**src/hdl/midi_track_event_parser_unit_assert.svh**
```systemverilog
// Assertion macros for the MIDI track parser top level.
// No dependencies; included by midi_track_event_parser_unit.sv.
`ifndef MIDI_TRACK_EVENT_PARSER_UNIT_ASSERT_SVH
`define MIDI_TRACK_EVENT_PARSER_UNIT_ASSERT_SVH

// same-cycle implication, clocked on clk, off during reset
`define MTEP_ASSERT_SAME(label, ante, cons, msg) \
    label: assert property (@(posedge clk) disable iff (!rst_n) (ante) |-> (cons)) \
        else $error(msg);

// next-cycle implication, clocked on clk, off during reset
`define MTEP_ASSERT_NEXT(label, ante, cons, msg) \
    label: assert property (@(posedge clk) disable iff (!rst_n) (ante) |=> (cons)) \
        else $error(msg);

`endif

```
**src/hdl/mtep_pkg.sv**
```systemverilog
// Shared types and constants of the MIDI track event parser.
// No dependencies; used by all mtep modules and the top level.
package mtep_pkg;

    // 'M' 'T' 'r' 'k', index 0 is the first byte
    localparam logic [3:0][7:0] CHUNK_TAG = {8'h6B, 8'h72, 8'h54, 8'h4D};

    localparam logic [7:0] BYTE_META    = 8'hFF;
    localparam logic [7:0] BYTE_SYS_MIN = 8'hF0;

    localparam logic [7:0] META_EOT     = 8'h2F;
    localparam logic [7:0] META_TEMPO   = 8'h51;
    localparam logic [7:0] META_TIMESIG = 8'h58;

    localparam logic [3:0] HI_NOTE_OFF  = 4'h8;
    localparam logic [3:0] HI_NOTE_ON   = 4'h9;
    localparam logic [3:0] HI_PROGRAM   = 4'hC;
    localparam logic [3:0] HI_PRESSURE  = 4'hD;

    localparam logic [2:0] EV_NOTE      = 3'd0;
    localparam logic [2:0] EV_TEMPO     = 3'd1;
    localparam logic [2:0] EV_TIMESIG   = 3'd2;
    localparam logic [2:0] EV_EOT       = 3'd3;
    localparam logic [2:0] EV_ERROR     = 3'd4;

    localparam logic [1:0] ERR_BAD_ID   = 2'd0;
    localparam logic [1:0] ERR_LONG_VLQ = 2'd1;
    localparam logic [1:0] ERR_SYSTEM   = 2'd2;

    localparam int unsigned OUT_DATA_W  = 128;

    typedef struct packed {
        logic [2:0]  event_kind;
        logic [27:0] delta_ticks;
        logic [31:0] absolute_ticks;
        logic [3:0]  channel;
        logic [6:0]  note_number;
        logic [6:0]  velocity;
        logic        note_is_on;
        logic [23:0] tempo_usec;
        logic [7:0]  sig_numerator;
        logic [7:0]  sig_denom_exp;
        logic [1:0]  error_code;
    } event_rec_t;

    typedef struct packed {
        logic full;
        logic not_empty;
    } q_stat_t;

endpackage

```
**src/hdl/midi_track_event_parser_unit.sv**
```systemverilog
// Usage:
// Parses one standard MIDI file track chunk, one byte per slave transaction.
// Slave side: s_tdata carries the raw byte, s_tuser[0] marks the first byte of
// a new chunk and clears all track state before that byte is parsed.
// Master side: one transaction per note, tempo, time signature, end of track
// or error; m_tuser holds the event kind, m_tdata the event fields.
// Throughput: one byte per cycle while the queue is not full; each byte is a single
// phase update of the front-end parser, with no iteration.
// Path: an event caused by an accepted byte is written into the queue, then
// loaded into the output register, which presents it on the master side.
// Stall: the queue (QUEUE_DEPTH events) absorbs master back-pressure; when it
// fills, s_tready drops until the output stage takes an event.
// After an error or end of track, bytes are accepted and dropped until the
// next chunk start.
// Reset (rst_n low, asynchronous): parser returns to the chunk header phase
// with zero track time, the queue empties and m_tvalid drops.
`include "midi_track_event_parser_unit_assert.svh"

module midi_track_event_parser_unit
    import mtep_pkg::*;
#(
    parameter int unsigned QUEUE_DEPTH = 4
)
(
    input  logic                  clk,
    input  logic                  rst_n,
    input  logic                  s_tvalid,
    output logic                  s_tready,
    input  logic [7:0]            s_tdata,   // [7:0] data_byte
    input  logic [0:0]            s_tuser,   // [0] track_start
    output logic                  m_tvalid,
    input  logic                  m_tready,
    // [27:0] delta_ticks, [59:28] absolute_ticks, [63:60] channel,
    // [70:64] note_number, [77:71] velocity, [78] note_is_on,
    // [102:79] tempo_usec, [110:103] sig_numerator, [118:111] sig_denom_exp,
    // [120:119] error_code, [127:121] zero
    output logic [OUT_DATA_W-1:0] m_tdata,
    output logic [2:0]            m_tuser    // [2:0] event_kind
);

    q_stat_t    q_stat;
    logic       q_push;
    logic       q_pop;
    event_rec_t q_in_rec;
    event_rec_t q_out_rec;

    // front end: handshake on the slave side and the parse itself
    mtep_front u_front
    (
        .clk      (clk),
        .rst_n    (rst_n),
        .in_valid (s_tvalid),
        .in_ready (s_tready),
        .in_byte  (s_tdata),
        .in_start (s_tuser[0]),
        .q_stat   (q_stat),
        .push     (q_push),
        .push_rec (q_in_rec)
    );

    // decouples parsing from master-side stalls
    mtep_queue #(
        .DEPTH (QUEUE_DEPTH)
    ) u_queue
    (
        .clk      (clk),
        .rst_n    (rst_n),
        .push     (q_push),
        .push_rec (q_in_rec),
        .pop      (q_pop),
        .pop_rec  (q_out_rec),
        .q_stat   (q_stat)
    );

    // back end: registered master side
    mtep_back u_back
    (
        .clk      (clk),
        .rst_n    (rst_n),
        .q_stat   (q_stat),
        .pop_rec  (q_out_rec),
        .pop      (q_pop),
        .m_tvalid (m_tvalid),
        .m_tready (m_tready),
        .m_tdata  (m_tdata),
        .m_tuser  (m_tuser)
    );

    // no event may be pushed into a full queue
    `MTEP_ASSERT_SAME(a_no_push_full, q_push, !q_stat.full, "event pushed into full queue")
    // a pop must find data and a free or draining output register
    `MTEP_ASSERT_SAME(a_pop_legal, q_pop, q_stat.not_empty && (!m_tvalid || m_tready), "illegal pop")
    // a full queue that is not drained stays full and blocks the slave side
    `MTEP_ASSERT_NEXT(a_full_holds, q_stat.full && !q_pop, q_stat.full && !s_tready, "full lost")
    // error events carry no timing
    `MTEP_ASSERT_SAME(a_err_no_time, m_tvalid && (m_tuser == EV_ERROR), m_tdata[59:0] == '0, "err time")

endmodule

```
**src/hdl/mtep_front.sv**
```systemverilog
// Front end: byte-level track chunk parser, one byte per cycle while the queue
// has room. Depends on mtep_pkg; pushes finished events into mtep_queue.
module mtep_front
    import mtep_pkg::*;
(
    input  logic       clk,
    input  logic       rst_n,
    input  logic       in_valid,
    output logic       in_ready,
    input  logic [7:0] in_byte,
    input  logic       in_start,
    input  q_stat_t    q_stat,
    output logic       push,
    output event_rec_t push_rec
);

    typedef enum logic [3:0] {
        PH_HEADER,
        PH_DELTA,
        PH_STATUS,
        PH_DATA1,
        PH_DATA2,
        PH_MTYPE,
        PH_MLEN,
        PH_MDATA,
        PH_HALT
    } phase_t;

    phase_t      phase_reg, phase_next, cur_phase;
    logic [2:0]  hcnt_reg, hcnt_next, cur_hcnt;
    logic [7:0]  rstat_reg, rstat_next, cur_rstat;
    logic [27:0] vacc_reg, vacc_next, cur_vacc;
    logic [1:0]  vcnt_reg, vcnt_next, cur_vcnt;
    logic [27:0] hdel_reg, hdel_next, cur_hdel;
    logic [7:0]  mtype_reg, mtype_next, cur_mtype;
    logic [27:0] mrem_reg, mrem_next, cur_mrem;
    logic [7:0]  fdb_reg, fdb_next, cur_fdb;
    logic [23:0] tacc_reg, tacc_next, cur_tacc;
    logic [7:0]  nhold_reg, nhold_next, cur_nhold;
    logic [31:0] ttime_reg, ttime_next, cur_ttime;

    logic        accept;
    logic [27:0] vlq_val;
    logic        vlq_done;
    logic        vlq_long;
    logic [32:0] time_sum;
    logic [31:0] time_sat;
    logic        fin_chan;
    logic        fin_meta;
    logic        res;
    event_rec_t  rec;

    assign in_ready = !q_stat.full;
    assign accept   = in_valid && in_ready;

    // track_start clears everything before the byte is looked at
    assign cur_phase = in_start ? PH_HEADER : phase_reg;
    assign cur_hcnt  = in_start ? '0 : hcnt_reg;
    assign cur_rstat = in_start ? '0 : rstat_reg;
    assign cur_vacc  = in_start ? '0 : vacc_reg;
    assign cur_vcnt  = in_start ? '0 : vcnt_reg;
    assign cur_hdel  = in_start ? '0 : hdel_reg;
    assign cur_mtype = in_start ? '0 : mtype_reg;
    assign cur_mrem  = in_start ? '0 : mrem_reg;
    assign cur_fdb   = in_start ? '0 : fdb_reg;
    assign cur_tacc  = in_start ? '0 : tacc_reg;
    assign cur_nhold = in_start ? '0 : nhold_reg;
    assign cur_ttime = in_start ? '0 : ttime_reg;

    // variable-length quantity step
    assign vlq_val  = {cur_vacc[20:0], in_byte[6:0]};
    assign vlq_done = !in_byte[7];
    assign vlq_long = in_byte[7] && (cur_vcnt == 2'd3);

    // saturating track time
    assign time_sum = {1'b0, cur_ttime} + {5'd0, cur_hdel};
    assign time_sat = time_sum[32] ? '1 : time_sum[31:0];

    always_comb
    begin
        phase_next = cur_phase;
        hcnt_next  = cur_hcnt;
        rstat_next = cur_rstat;
        vacc_next  = cur_vacc;
        vcnt_next  = cur_vcnt;
        hdel_next  = cur_hdel;
        mtype_next = cur_mtype;
        mrem_next  = cur_mrem;
        fdb_next   = cur_fdb;
        tacc_next  = cur_tacc;
        nhold_next = cur_nhold;
        ttime_next = cur_ttime;
        fin_chan   = 1'b0;
        fin_meta   = 1'b0;
        res        = 1'b0;
        rec        = '0;

        case (cur_phase)
            PH_HEADER:
            begin
                if (!cur_hcnt[2] && (in_byte != CHUNK_TAG[cur_hcnt[1:0]]))
                begin
                    res            = 1'b1;
                    rec.event_kind = EV_ERROR;
                    rec.error_code = ERR_BAD_ID;
                    phase_next     = PH_HALT;
                end
                else if (cur_hcnt == 3'd7)
                begin
                    hcnt_next  = '0;
                    vacc_next  = '0;
                    vcnt_next  = '0;
                    phase_next = PH_DELTA;
                end
                else
                begin
                    hcnt_next = cur_hcnt + 3'd1;
                end
            end
            PH_DELTA:
            begin
                vacc_next = vlq_val;
                if (vlq_done)
                begin
                    vcnt_next  = '0;
                    hdel_next  = vlq_val;
                    vacc_next  = '0;
                    phase_next = PH_STATUS;
                end
                else if (vlq_long)
                begin
                    vcnt_next      = '0;
                    res            = 1'b1;
                    rec.event_kind = EV_ERROR;
                    rec.error_code = ERR_LONG_VLQ;
                    phase_next     = PH_HALT;
                end
                else
                begin
                    vcnt_next = cur_vcnt + 2'd1;
                end
            end
            PH_STATUS:
            begin
                if (in_byte == BYTE_META)
                begin
                    phase_next = PH_MTYPE;
                end
                else if (in_byte >= BYTE_SYS_MIN)
                begin
                    res            = 1'b1;
                    rec.event_kind = EV_ERROR;
                    rec.error_code = ERR_SYSTEM;
                    phase_next     = PH_HALT;
                end
                else if (in_byte[7])
                begin
                    rstat_next = in_byte;
                    phase_next = PH_DATA1;
                end
                else
                begin
                    // data byte under running status
                    fdb_next = in_byte;
                    if (!cur_rstat[7] || cur_rstat[7:4] == HI_PROGRAM
                        || cur_rstat[7:4] == HI_PRESSURE)
                        fin_chan = 1'b1;
                    else
                        phase_next = PH_DATA2;
                end
            end
            PH_DATA1:
            begin
                fdb_next = in_byte;
                if (!cur_rstat[7] || cur_rstat[7:4] == HI_PROGRAM
                    || cur_rstat[7:4] == HI_PRESSURE)
                    fin_chan = 1'b1;
                else
                    phase_next = PH_DATA2;
            end
            PH_DATA2:
            begin
                fin_chan = 1'b1;
            end
            PH_MTYPE:
            begin
                mtype_next = in_byte;
                vacc_next  = '0;
                vcnt_next  = '0;
                phase_next = PH_MLEN;
            end
            PH_MLEN:
            begin
                vacc_next = vlq_val;
                if (vlq_done)
                begin
                    vcnt_next = '0;
                    mrem_next = vlq_val;
                    vacc_next = '0;
                    if (cur_mtype == META_EOT)
                    begin
                        ttime_next         = time_sat;
                        res                = 1'b1;
                        rec.event_kind     = EV_EOT;
                        rec.delta_ticks    = cur_hdel;
                        rec.absolute_ticks = time_sat;
                        phase_next         = PH_HALT;
                    end
                    else
                    begin
                        // only well-formed tempo and time signature metas are kept
                        if (!((cur_mtype == META_TEMPO && vlq_val == 28'd3)
                            || (cur_mtype == META_TIMESIG && vlq_val == 28'd4)))
                            mtype_next = '0;
                        tacc_next = '0;
                        if (vlq_val == '0)
                            fin_meta = 1'b1;
                        else
                            phase_next = PH_MDATA;
                    end
                end
                else if (vlq_long)
                begin
                    vcnt_next      = '0;
                    res            = 1'b1;
                    rec.event_kind = EV_ERROR;
                    rec.error_code = ERR_LONG_VLQ;
                    phase_next     = PH_HALT;
                end
                else
                begin
                    vcnt_next = cur_vcnt + 2'd1;
                end
            end
            PH_MDATA:
            begin
                if (cur_mtype == META_TEMPO)
                    tacc_next = {cur_tacc[15:0], in_byte};
                else if (cur_mtype == META_TIMESIG)
                begin
                    if (cur_mrem == 28'd4)
                        nhold_next = in_byte;
                    else if (cur_mrem == 28'd3)
                        fdb_next = in_byte;
                end
                mrem_next = cur_mrem - 28'd1;
                if (cur_mrem == 28'd1)
                    fin_meta = 1'b1;
            end
            default:
            begin
                // halted until the next track start
            end
        endcase

        if (fin_chan)
        begin
            phase_next = PH_DELTA;
            ttime_next = time_sat;
            if (cur_rstat[7:4] == HI_NOTE_OFF || cur_rstat[7:4] == HI_NOTE_ON)
            begin
                res                = 1'b1;
                rec.event_kind     = EV_NOTE;
                rec.delta_ticks    = cur_hdel;
                rec.absolute_ticks = time_sat;
                rec.channel        = cur_rstat[3:0];
                rec.note_number    = fdb_next[6:0];
                rec.velocity       = in_byte[6:0];
                rec.note_is_on     = (cur_rstat[7:4] == HI_NOTE_ON) && (in_byte[6:0] != '0);
            end
        end

        if (fin_meta)
        begin
            phase_next = PH_DELTA;
            ttime_next = time_sat;
            if (mtype_next == META_TEMPO)
            begin
                res                = 1'b1;
                rec.event_kind     = EV_TEMPO;
                rec.delta_ticks    = cur_hdel;
                rec.absolute_ticks = time_sat;
                rec.tempo_usec     = tacc_next;
            end
            else if (mtype_next == META_TIMESIG)
            begin
                res                = 1'b1;
                rec.event_kind     = EV_TIMESIG;
                rec.delta_ticks    = cur_hdel;
                rec.absolute_ticks = time_sat;
                rec.sig_numerator  = nhold_next;
                rec.sig_denom_exp  = fdb_next;
            end
        end
    end

    assign push     = accept && res;
    assign push_rec = rec;

    always_ff @(posedge clk or negedge rst_n)
    begin
        if (!rst_n)
        begin
            phase_reg <= PH_HEADER;
            hcnt_reg  <= '0;
            rstat_reg <= '0;
            vacc_reg  <= '0;
            vcnt_reg  <= '0;
            hdel_reg  <= '0;
            mtype_reg <= '0;
            mrem_reg  <= '0;
            fdb_reg   <= '0;
            tacc_reg  <= '0;
            nhold_reg <= '0;
            ttime_reg <= '0;
        end
        else if (accept)
        begin
            phase_reg <= phase_next;
            hcnt_reg  <= hcnt_next;
            rstat_reg <= rstat_next;
            vacc_reg  <= vacc_next;
            vcnt_reg  <= vcnt_next;
            hdel_reg  <= hdel_next;
            mtype_reg <= mtype_next;
            mrem_reg  <= mrem_next;
            fdb_reg   <= fdb_next;
            tacc_reg  <= tacc_next;
            nhold_reg <= nhold_next;
            ttime_reg <= ttime_next;
        end
    end

endmodule

```
**src/hdl/mtep_queue.sv**
```systemverilog
// Small event queue between parser front end and output stage.
// Depends on mtep_pkg for the event record and status types.
module mtep_queue
    import mtep_pkg::*;
#(
    parameter int unsigned DEPTH = 4
)
(
    input  logic       clk,
    input  logic       rst_n,
    input  logic       push,
    input  event_rec_t push_rec,
    input  logic       pop,
    output event_rec_t pop_rec,
    output q_stat_t    q_stat
);

    localparam int unsigned PW = (DEPTH > 1) ? $clog2(DEPTH) : 1;
    localparam int unsigned CW = $clog2(DEPTH + 1);

    event_rec_t       slots [DEPTH];
    logic [PW-1:0]    wr_ptr_reg, wr_ptr_next;
    logic [PW-1:0]    rd_ptr_reg, rd_ptr_next;
    logic [CW-1:0]    count_reg, count_next;

    assign wr_ptr_next = (wr_ptr_reg == PW'(DEPTH - 1)) ? '0 : wr_ptr_reg + PW'(1);
    assign rd_ptr_next = (rd_ptr_reg == PW'(DEPTH - 1)) ? '0 : rd_ptr_reg + PW'(1);

    always_comb
    begin
        count_next = count_reg;
        if (push && !pop)
            count_next = count_reg + CW'(1);
        else if (pop && !push)
            count_next = count_reg - CW'(1);
    end

    assign q_stat.full      = (count_reg == CW'(DEPTH));
    assign q_stat.not_empty = (count_reg != '0);
    assign pop_rec          = slots[rd_ptr_reg];

    always_ff @(posedge clk or negedge rst_n)
    begin
        if (!rst_n)
        begin
            wr_ptr_reg <= '0;
            rd_ptr_reg <= '0;
            count_reg  <= '0;
        end
        else
        begin
            if (push)
                wr_ptr_reg <= wr_ptr_next;
            if (pop)
                rd_ptr_reg <= rd_ptr_next;
            count_reg <= count_next;
        end
    end

    always_ff @(posedge clk)
    begin
        if (push)
            slots[wr_ptr_reg] <= push_rec;
    end

endmodule

```
**src/hdl/mtep_back.sv**
```systemverilog
// Back end: output register that drains the event queue onto the master side.
// Depends on mtep_pkg for the event record and status types.
module mtep_back
    import mtep_pkg::*;
(
    input  logic                  clk,
    input  logic                  rst_n,
    input  q_stat_t               q_stat,
    input  event_rec_t            pop_rec,
    output logic                  pop,
    output logic                  m_tvalid,
    input  logic                  m_tready,
    output logic [OUT_DATA_W-1:0] m_tdata,
    output logic [2:0]            m_tuser
);

    logic                  valid_reg;
    logic [OUT_DATA_W-1:0] data_reg;
    logic [2:0]            kind_reg;
    logic [OUT_DATA_W-1:0] data_next;

    // reload whenever the register is empty or being drained
    assign pop = q_stat.not_empty && (!valid_reg || m_tready);

    assign data_next = {7'd0,
                        pop_rec.error_code,
                        pop_rec.sig_denom_exp,
                        pop_rec.sig_numerator,
                        pop_rec.tempo_usec,
                        pop_rec.note_is_on,
                        pop_rec.velocity,
                        pop_rec.note_number,
                        pop_rec.channel,
                        pop_rec.absolute_ticks,
                        pop_rec.delta_ticks};

    always_ff @(posedge clk or negedge rst_n)
    begin
        if (!rst_n)
            valid_reg <= 1'b0;
        else if (pop)
            valid_reg <= 1'b1;
        else if (m_tready)
            valid_reg <= 1'b0;
    end

    always_ff @(posedge clk)
    begin
        if (pop)
        begin
            data_reg <= data_next;
            kind_reg <= pop_rec.event_kind;
        end
    end

    assign m_tvalid = valid_reg;
    assign m_tdata  = data_reg;
    assign m_tuser  = kind_reg;

endmodule
```
**config.mk**
```make
export PLATFORM = sky130hd
export DESIGN_NAME = midi_track_event_parser_unit
export DESIGN_NICKNAME = d
export VERILOG_FILES = /design/src/hdl/mtep_pkg.sv /design/src/hdl/midi_track_event_parser_unit.sv /design/src/hdl/mtep_front.sv /design/src/hdl/mtep_queue.sv /design/src/hdl/mtep_back.sv
export VERILOG_INCLUDE_DIRS = /design/src /design/src/hdl
export SDC_FILE = /design/constraint.sdc
export NUM_CORES = 1
export LEC_CHECK = 0
export CORE_MARGIN = 5
export CORE_UTILIZATION = 40
export CTS_CLUSTER_DIAMETER = 50
export DETAILED_ROUTE_END_ITERATION = 10
export DONT_BUFFER_PORTS = 1
export GPL_TIMING_DRIVEN = 0
export PLACE_DENSITY = 0.55
export SLEW_MARGIN = 40
export SYNTH_ARGS = -nofsm -noshare
export SYNTH_HDL_FRONTEND = slang
export SYNTH_SLANG_ARGS = --single-unit
```
**constraint.sdc**
```tcl
create_clock -name clk -period 8.3 [get_ports clk]
set_clock_uncertainty 0.2 [all_clocks]
set_input_delay 0.415 -clock clk [delete_from_list [all_inputs] [get_ports clk]]
set_output_delay 0.415 -clock clk [all_outputs]
set_load 0.05 [all_outputs]
```
==> qor.csv, run 1 <==
metric,value,unit
coreArea,0.0840,sq mm
die_w,301,um
avgRoutedWirePerCell,24.3,um
required,8.50,ns
antenna_found_initial,2,
clock_latency,0.65,ns
clockBufferDepth,3,
fill_cells,7257,
slowest_stage,clkbuf_1,
synth-async-reset-ratio,0.227,
num_vias,20500,
yosysTopAreaCell,edfxtp_1,
finalSetupViolations,0,
synth_xor_area_frac,0.00696,
clock_sinks,802,
ys_seq_elements,802,
port_buffers,0,
ant_nets,0,
cp-start-kind,input port,
drive_gt1_frac,0.148,
cp_max_fo,10,
yosys_most_used_dff,edfxtp_1,
fp.dieArea,0.0908,sq mm
gp_congestion,0.887,
period_needed,7.94,ns
cts_resized,0,
hold_class,in2reg,
cpPeakStageDelay,0.73,ns
synth.avg_cell_area,14.8,sq um
end_kind,register,
vias_per_cell,5.65,
grt_pass1_wl,132,mm
largest_reg_flops,496,
ioPinCount,146,
slew_headroom,0.407,
synthTopCellsByArea,"edfxtp_1 55%, dfrtp_1 13%, mux4_2 8.2%, o21ai_0 2.0%, nor2_1 1.9%",
dp_slack,-0.213,ns
dieHeight,301,um
crit_chain,clkbuf_1 > clkbuf_1 > clkbuf_1 > clkbuf_1 > clkbuf_1 > clkbuf_2 > nor2b_1 > ha_1 > o21ai_0 > a21oi_1 > o21ai_0 > a21oi_1 > a21oi_1 > nor3_2 > clkbuf_1 > nor2_1 > nor2_1,
drtIter0Drc,1752,
area_growth,15.3,%
grt.overflow.total,0,
synth.distinct_cells,79,
status,"complete, no violations",
yosys.area_share.simple,0.0864,
timing.setup.tns,0,ns
cpMostUsedCell,clkbuf_1,
cts_tree,built,
path_clk_slew,0.06,ns
power,12.8,mW
ctsRootBufferMaster,clkbuf_16,
synthCells,2294,
synth_area,0.0340,sq mm
fmax,126,MHz
ir_drop,169,uV
hold_viol,0,
p_leak,13.7,nW
crit_arrival,8.14,ns
synth_top_family_by_area,compound AO/OA/AOI/OAI gates,
synth_compound_area_frac,0.101,
rsz0062_at_grt,no,
numCtsBuffers,92,
nets,2481,
worstMarginPinSlew,0.882,ns
yosys_warnings,0,
cts_setup_buffers,0,
setup_slack,0.357,ns
hpwl,60.1,mm
fin_area,0.0391,sq mm
htree_levels,3,
maxCapViolCount,0,
powerDensity,327,mW/mm^2
synth_adder_area_share,0.0163,
synth_edf_count,620,
dr.pass1.iters,7,
min_period_over_period,0.957,
worstSetupPathType,in2reg,
synthMuxAreaShare,0.0857,
rows,106,
synth_top_area_frac,0.548,
maxSlewViolCount,0,
grt_max_degree,183,
grt_pass1_vias,20500,
synth-seq-area-share,0.682,
wirelength,88.3,mm
drc_errors,0,
initial_core_util,0.404,
track_usage,0.192,
dpl-instance-area,0.0359,sq mm
-- metrics by stage --
step	utilization	std cells	hold slack, ns
2_1_floorplan	-	2300	-0.0806
3_3_place_gp	0.422	3434	-0.0523
3_5_place_dp	0.428	3457	-0.0522
4_1_cts	0.466	3629	0.0264
5_1_grt	0.466	3631	0.116
6_report	0.466	3632	0.0690
-- where the power goes --
group | total [mW] | internal, mW | leakage, nW | switching, mW
Sequential | 6.56 | 5.27 | 8.24 | 1.29
Combinational | 2.14 | 0.864 | 3.93 | 1.28
Clock | 4.08 | 2.42 | 1.48 | 1.65
Total | 12.8 | 8.56 | 13.7 | 4.23
-- layout make-up --
class / instances / area, sq um / share of cell area
repair buffers: 31 / 536 / 0.0137
inverters: 31 / 116 / 0.00297
plain buffers: 147 / 617 / 0.0158
well taps: 1134 / 1420 / 0.0362
multi-input cells: 1320 / 10200 / 0.260
flip-flops and latches: 802 / 23200 / 0.592
diodes: 1 / 2.50 / 0.0000639
clock buffers: 108 / 2380 / 0.0609
clock inverters: 58 / 722 / 0.0184
-- layout by cell type, fill, tap and decap left out, types with 30 or more instances in the layout --
cell type | netlist | routed
clkbuf_1 | 119 | 119
a22oi_1 | 70 | 70
dfrtp_1 | 182 | 182
nor3_1 | 32 | 30
nand2_1 | 151 | 151
inv_1 | 31 | 31
nor2b_1 | 100 | 100
a22o_1 | 67 | 67
edfxtp_1 | 620 | 620
ha_1 | 41 | 41
nor2_1 | 174 | 174
a21oi_1 | 95 | 94
mux4_2 | 124 | 124
o21ai_0 | 139 | 139
clkbuf_16 | 0 | 92
-- layer usage --
metal,share of wire,GRT usage
met2,0.46,0.294
met4,0.030,0.0665
met5,0,0
met1,0.45,0.278
met3,0.062,0.0354
-- synth_stat cells (8+ instances only) --
cell type  instances
edfxtp_1         620
dfrtp_1          182
nor2_1           174
nand2_1          151
o21ai_0          139
mux4_2           124
clkbuf_1         119
nor2b_1          100
a21oi_1           95
a22oi_1           70
a22o_1            67
ha_1              41
nor3_1            32
inv_1             31
nand3_1           24
and2_1            22
a21o_1            18
buf_1             17
a31oi_1           15
nand2b_1          15
nor4_1            15
or3_1             15
xnor2_1           15
nand4_1           12
nor3b_1           12
xor2_1            12
a31o_2             9
o21a_1             9
o31ai_1            9
o211ai_1           8
-- what timing repair did --
item                                    in CTS  in global routing
hold buffers                                 6                  0
hold endpoints to repair                   193                  0
endpoints found under the setup margin       0                  0
-- path summary, 6_finish.rpt --
path	startpoint	endpoint	slack, ns	cells after the start
min in group asynchronous	rst_n	u_front.ttime_reg[10]$_DFFE_PN0P_	0.15	2
setup / recovery	s_tuser	u_queue.slots[1][85]$_DFFE_PP_	0.36	17
hold reg to reg	u_front.ttime_reg[14]$_DFFE_PN0P_	u_front.ttime_reg[14]$_DFFE_PN0P_	0.27	2
max in group asynchronous	rst_n	u_front.tacc_reg[0]$_DFFE_PN0P_	6.82	3
setup reg to reg	u_front.hdel_reg[0]$_DFFE_PN0P_	u_queue.slots[1][85]$_DFFE_PP_	2.92	13
hold / removal	s_tdata[1]	u_front.mrem_reg[1]$_DFFE_PN0P_	0.07	4
-- logic make-up (layout without fill, tap and decap cells) --
logic type | Yosys count | count (layout)
AND/OR/NAND/NOR | 600 | 600
other | 1 | 8
XOR/XNOR | 27 | 27
flip-flops | 802 | 802
multiplexers | 135 | 135
buffers and inverters | 178 | 375
adder cells (fa/ha/maj) | 43 | 43
AO/OA/AOI/OAI | 508 | 508
-- worst max-delay path, delay by kind of cell --
kind / cells / cell delay, ns
adders and majority gates: 1 / 0.41
and+or+nand+nor: 4 / 1.28
AOI/OAI and AO/OA: 5 / 1.64
buffers and inverters: 7 / 4.34
Note: power is estimated with default switching activity, not from simulation.
==> run 2: changes to the inputs <==
--- a/config.mk
+++ b/config.mk
@@ -6,9 +6,9 @@
 export SDC_FILE = /design/constraint.sdc
 export NUM_CORES = 1
 export LEC_CHECK = 0
+export ABC_AREA = 1
 export CORE_MARGIN = 5
 export CORE_UTILIZATION = 40
-export CTS_CLUSTER_DIAMETER = 50
 export DETAILED_ROUTE_END_ITERATION = 10
 export DONT_BUFFER_PORTS = 1
 export GPL_TIMING_DRIVEN = 0
==> qor.csv, run 2 <==
metric,value,unit,change
hpwl,79.4,mm,+32%
largest_reg_flops,496,,unchanged
critPathLaunch,s_tuser,,
cpMostUsedCell,nand2_1,,
final_common_cell,edfxtp_1,,
wl_met1,50.7,mm,+27%
routed-wl-met2,49.8,mm,+23%
initial_core_util,0.402,,-0.00205
cts_resized,0,,unchanged
ioPinCount,146,,unchanged
area_growth,14.9,%,
dieHeight,311,um,+3.2%
hold_class,in2reg,,
period_needed,5.97,ns,-1.98 ns
nets,3752,,+51%
ir_drop,147,uV,-13%
synth_top_area_frac,0.514,,-0.0343
grt.overflow.total,0,,unchanged
die_w,311,um,+3.2%
synth.avg_cell_area,10.2,sq um,-31%
yosysMostFrequentCell,edfxtp_1,,
worstSetupPathType,in2reg,,
grt_pass1_wl,167,mm,+27%
synth.distinct_cells,59,,-25%
vias_per_cell,5.50,,-2.6%
path_clk_slew,0.06,ns,about the same
final_cell_mix,"620 x edfxtp_1, 562 x nor2_1, 508 x nand2_1",,
ys_top_cells_by_count,"620 x edfxtp_1, 566 x nor2_1, 508 x nand2_1, 468 x o21ai_0, 276 x inv_1",,
yosys_warnings,0,,unchanged
cts_tree,built,,
maxCapViolCount,0,,unchanged
synthCells,3551,,+55%
fin_hold_ws,0.0709,ns,+0.00192 ns
slowest_stage,buf_1,,
yosysTopAreaCell,edfxtp_1,,
finalSetupViolations,0,,unchanged
synth_edf_count,620,,unchanged
ys_seq_elements,802,,unchanged
worstMarginPinSlew,0.887,ns,+0.00548 ns
fp.dieArea,0.0967,sq mm,+6.4%
avgRoutedWirePerCell,22.7,um,-6.6%
gp_congestion,0.962,,+8.4%
powerDensity,356,mW/mm^2,+9.1%
track_usage,0.226,,+0.0335
ant_nets,0,,unchanged
p_leak,15.7,nW,+15%
crit_family,buffers and inverters,,
drtIter0Drc,2953,,+69%
r2r-start,u_front.phase_reg[2]$_DFFE_PN0P_,,
status,"complete, no violations",,
cp_max_fo,10,,unchanged
coreArea,0.0900,sq mm,+7.2%
synth-async-reset-ratio,0.227,,unchanged
clockBufferDepth,3,,unchanged
rsz0062_at_grt,no,,
htree_levels,3,,unchanged
grt_max_degree,183,,unchanged
path_buf_inv,10,,+3
ctsRootBufferMaster,clkbuf_16,,
numCtsBuffers,87,,-5.4%
yosys_most_used_dff,edfxtp_1,,
crit_arrival,6.14,ns,-2.00 ns
end_kind,register,,
crit_chain,buf_6 > inv_4 > buf_6 > buf_6 > clkbuf_1 > buf_2 > buf_1 > nand2_1 > fa_1 > o21ai_1 > a21oi_1 > o21ai_1 > nand2_1 > nand2_1 > nand2_1 > inv_1 > buf_2 > buf_4 > nor2_1 > a21oi_1,,
num_vias,27200,,+33%
fmax,168,MHz,+33%
top_layer,met5,,
met3WireLength,8.73,mm,+60%
synthTopCellsByArea,"edfxtp_1 51%, dfrtp_1 13%, o21ai_0 6.5%, nor2_1 5.9%, nand2_1 5.3%",,
fin_area,0.0416,sq mm,+6.3%
wirelength,112,mm,+27%
port_buffers,0,,unchanged
dpl-instance-area,0.0386,sq mm,+7.4%
hold_viol,0,,unchanged
dr.pass1.iters,8,,+1
antenna_found_initial,4,,+2
clock_sinks,802,,unchanged
maxSlewViolCount,0,,unchanged
rows,110,,+3.8%
slew_headroom,0.408,,+0.00177
required,8.47,ns,-0.03 ns
synth_area,0.0362,sq mm,+6.7%
synth-seq-area-share,0.640,,-0.0427
drive_gt1_frac,0.0759,,-0.0719
hold_start,s_tdata[3],,
cp-start-kind,input port,,
clock_latency,0.66,ns,about the same
grt_pass1_vias,25700,,+25%
cpPeakStageDelay,0.69,ns,-0.04 ns
min_period_over_period,0.719,,-0.238
drc_errors,0,,unchanged
## run 2: changes by cell type after synthesis, moves of 21 or more
cell      delta
nand3_1     +93
and2_1      -21
clkbuf_1    +26
inv_1      +245
nor2_1     +392
a21oi_1     +84
a22o_1      -67
nand2_1    +357
mux4_2     -124
o22ai_1    +144
a22oi_1     -58
nor2b_1    -100
o21ai_0    +329
## run 2: worst paths after layout
| check | to | slack (ns) | cells after the start |
|---|---|---|---|
| worst max-delay path | u_queue.slots[0][78]$_DFFE_PP_ | 2.33 | 20 |
| worst min register to register | u_front.ttime_reg[21]$_DFFE_PN0P_ | 0.28 | 2 |
| min in group asynchronous | u_front.mrem_reg[11]$_DFFE_PN0P_ | 0.17 | 2 |
| max in group asynchronous | u_front.ttime_reg[9]$_DFFE_PN0P_ | 6.81 | 3 |
| worst max register to register | u_queue.slots[1][46]$_DFFE_PP_ | 3.68 | 18 |
| worst min-delay path | u_front.hdel_reg[3]$_DFFE_PN0P_ | 0.07 | 4 |
## run 2: kinds of logic after synthesis
logic type               count (synthesis)  synth area share
AND/OR/NAND/NOR                       1280             0.144
AO/OA/AOI/OAI                          913             0.140
flip-flops                             802             0.640
buffers and inverters                  486            0.0546
adder cells (fa/ha/maj)                 43            0.0153
XOR/XNOR                                26           0.00629
other                                    1          0.000104
## run 2: per-stage QoR
| stage | total power [mW] | utilization | TNS [ns] | worst slack [ns] | cells |
|---|---|---|---|---|---|
| 6_report | 14.8 | 0.462 | 0 | 2.33 | 4945 |
| 5_1_grt | 15.5 | 0.462 | 0 | 2.25 | 4944 |
| 4_1_cts | 14.9 | 0.462 | 0 | 2.51 | 4942 |
| 3_5_place_dp | 10.9 | 0.429 | 0 | 1.84 | 4775 |
| 3_3_place_gp | 10.9 | 0.419 | -3244.88 | -6.79 | 4733 |
| 2_1_floorplan | 9.32 | - | -143.51 | -0.289 | 3557 |
## run 2: worst register-to-register path, stage by stage (launching register included)
cell and delay, ns:
dfrtp_1 0.32, inv_1 0.07, nor2_4 0.12, nand2_2 0.09
nor2_4 0.29, inv_1 0.28, nor2_2 0.42, nand4_2 0.20
o21ai_2 0.15, inv_2 0.08, nor2_4 0.22, o21ai_4 0.22
nand2_4 0.20, nand2_4 0.13, nor2_4 0.46, buf_16 0.23
buf_8 0.24, buf_8 0.19, buf_16 0.17
## run 2: repair_timing
item	CTS	global route
endpoints found under the setup margin	0	0
setup buffers	0	0
hold buffers	7	0
endpoints found under the hold margin	200	0
## run 2: power by group
part / switching, mW / leakage [nW] / internal (mW) / total (mW)
combinational: 2.84 / 6.11 / 1.08 / 3.92
sequential: 1.48 / 8.14 / 5.46 / 6.93
clock: 1.60 / 1.42 / 2.38 / 3.98
## run 2: cell type report
class                      instances  area (sq um)
timing repair buffer              50           921
tap                             1176          1470
fill                            8552         48400
clock buffer                     124          2430
inverter                         285          1070
buffer                           201           915
clock inverter                    36           477
multi-input combinational       2269         11100
antenna                            2          5.00
sequential                       802         23200
## run 2: routing by layer
metal | global-route usage | up-vias
met3 | 0.0445 | 163
met1 | 0.331 | 13300
met2 | 0.341 | 1049
met5 | 0 | -
met4 | 0.0677 | 2
li1 | - | 12700
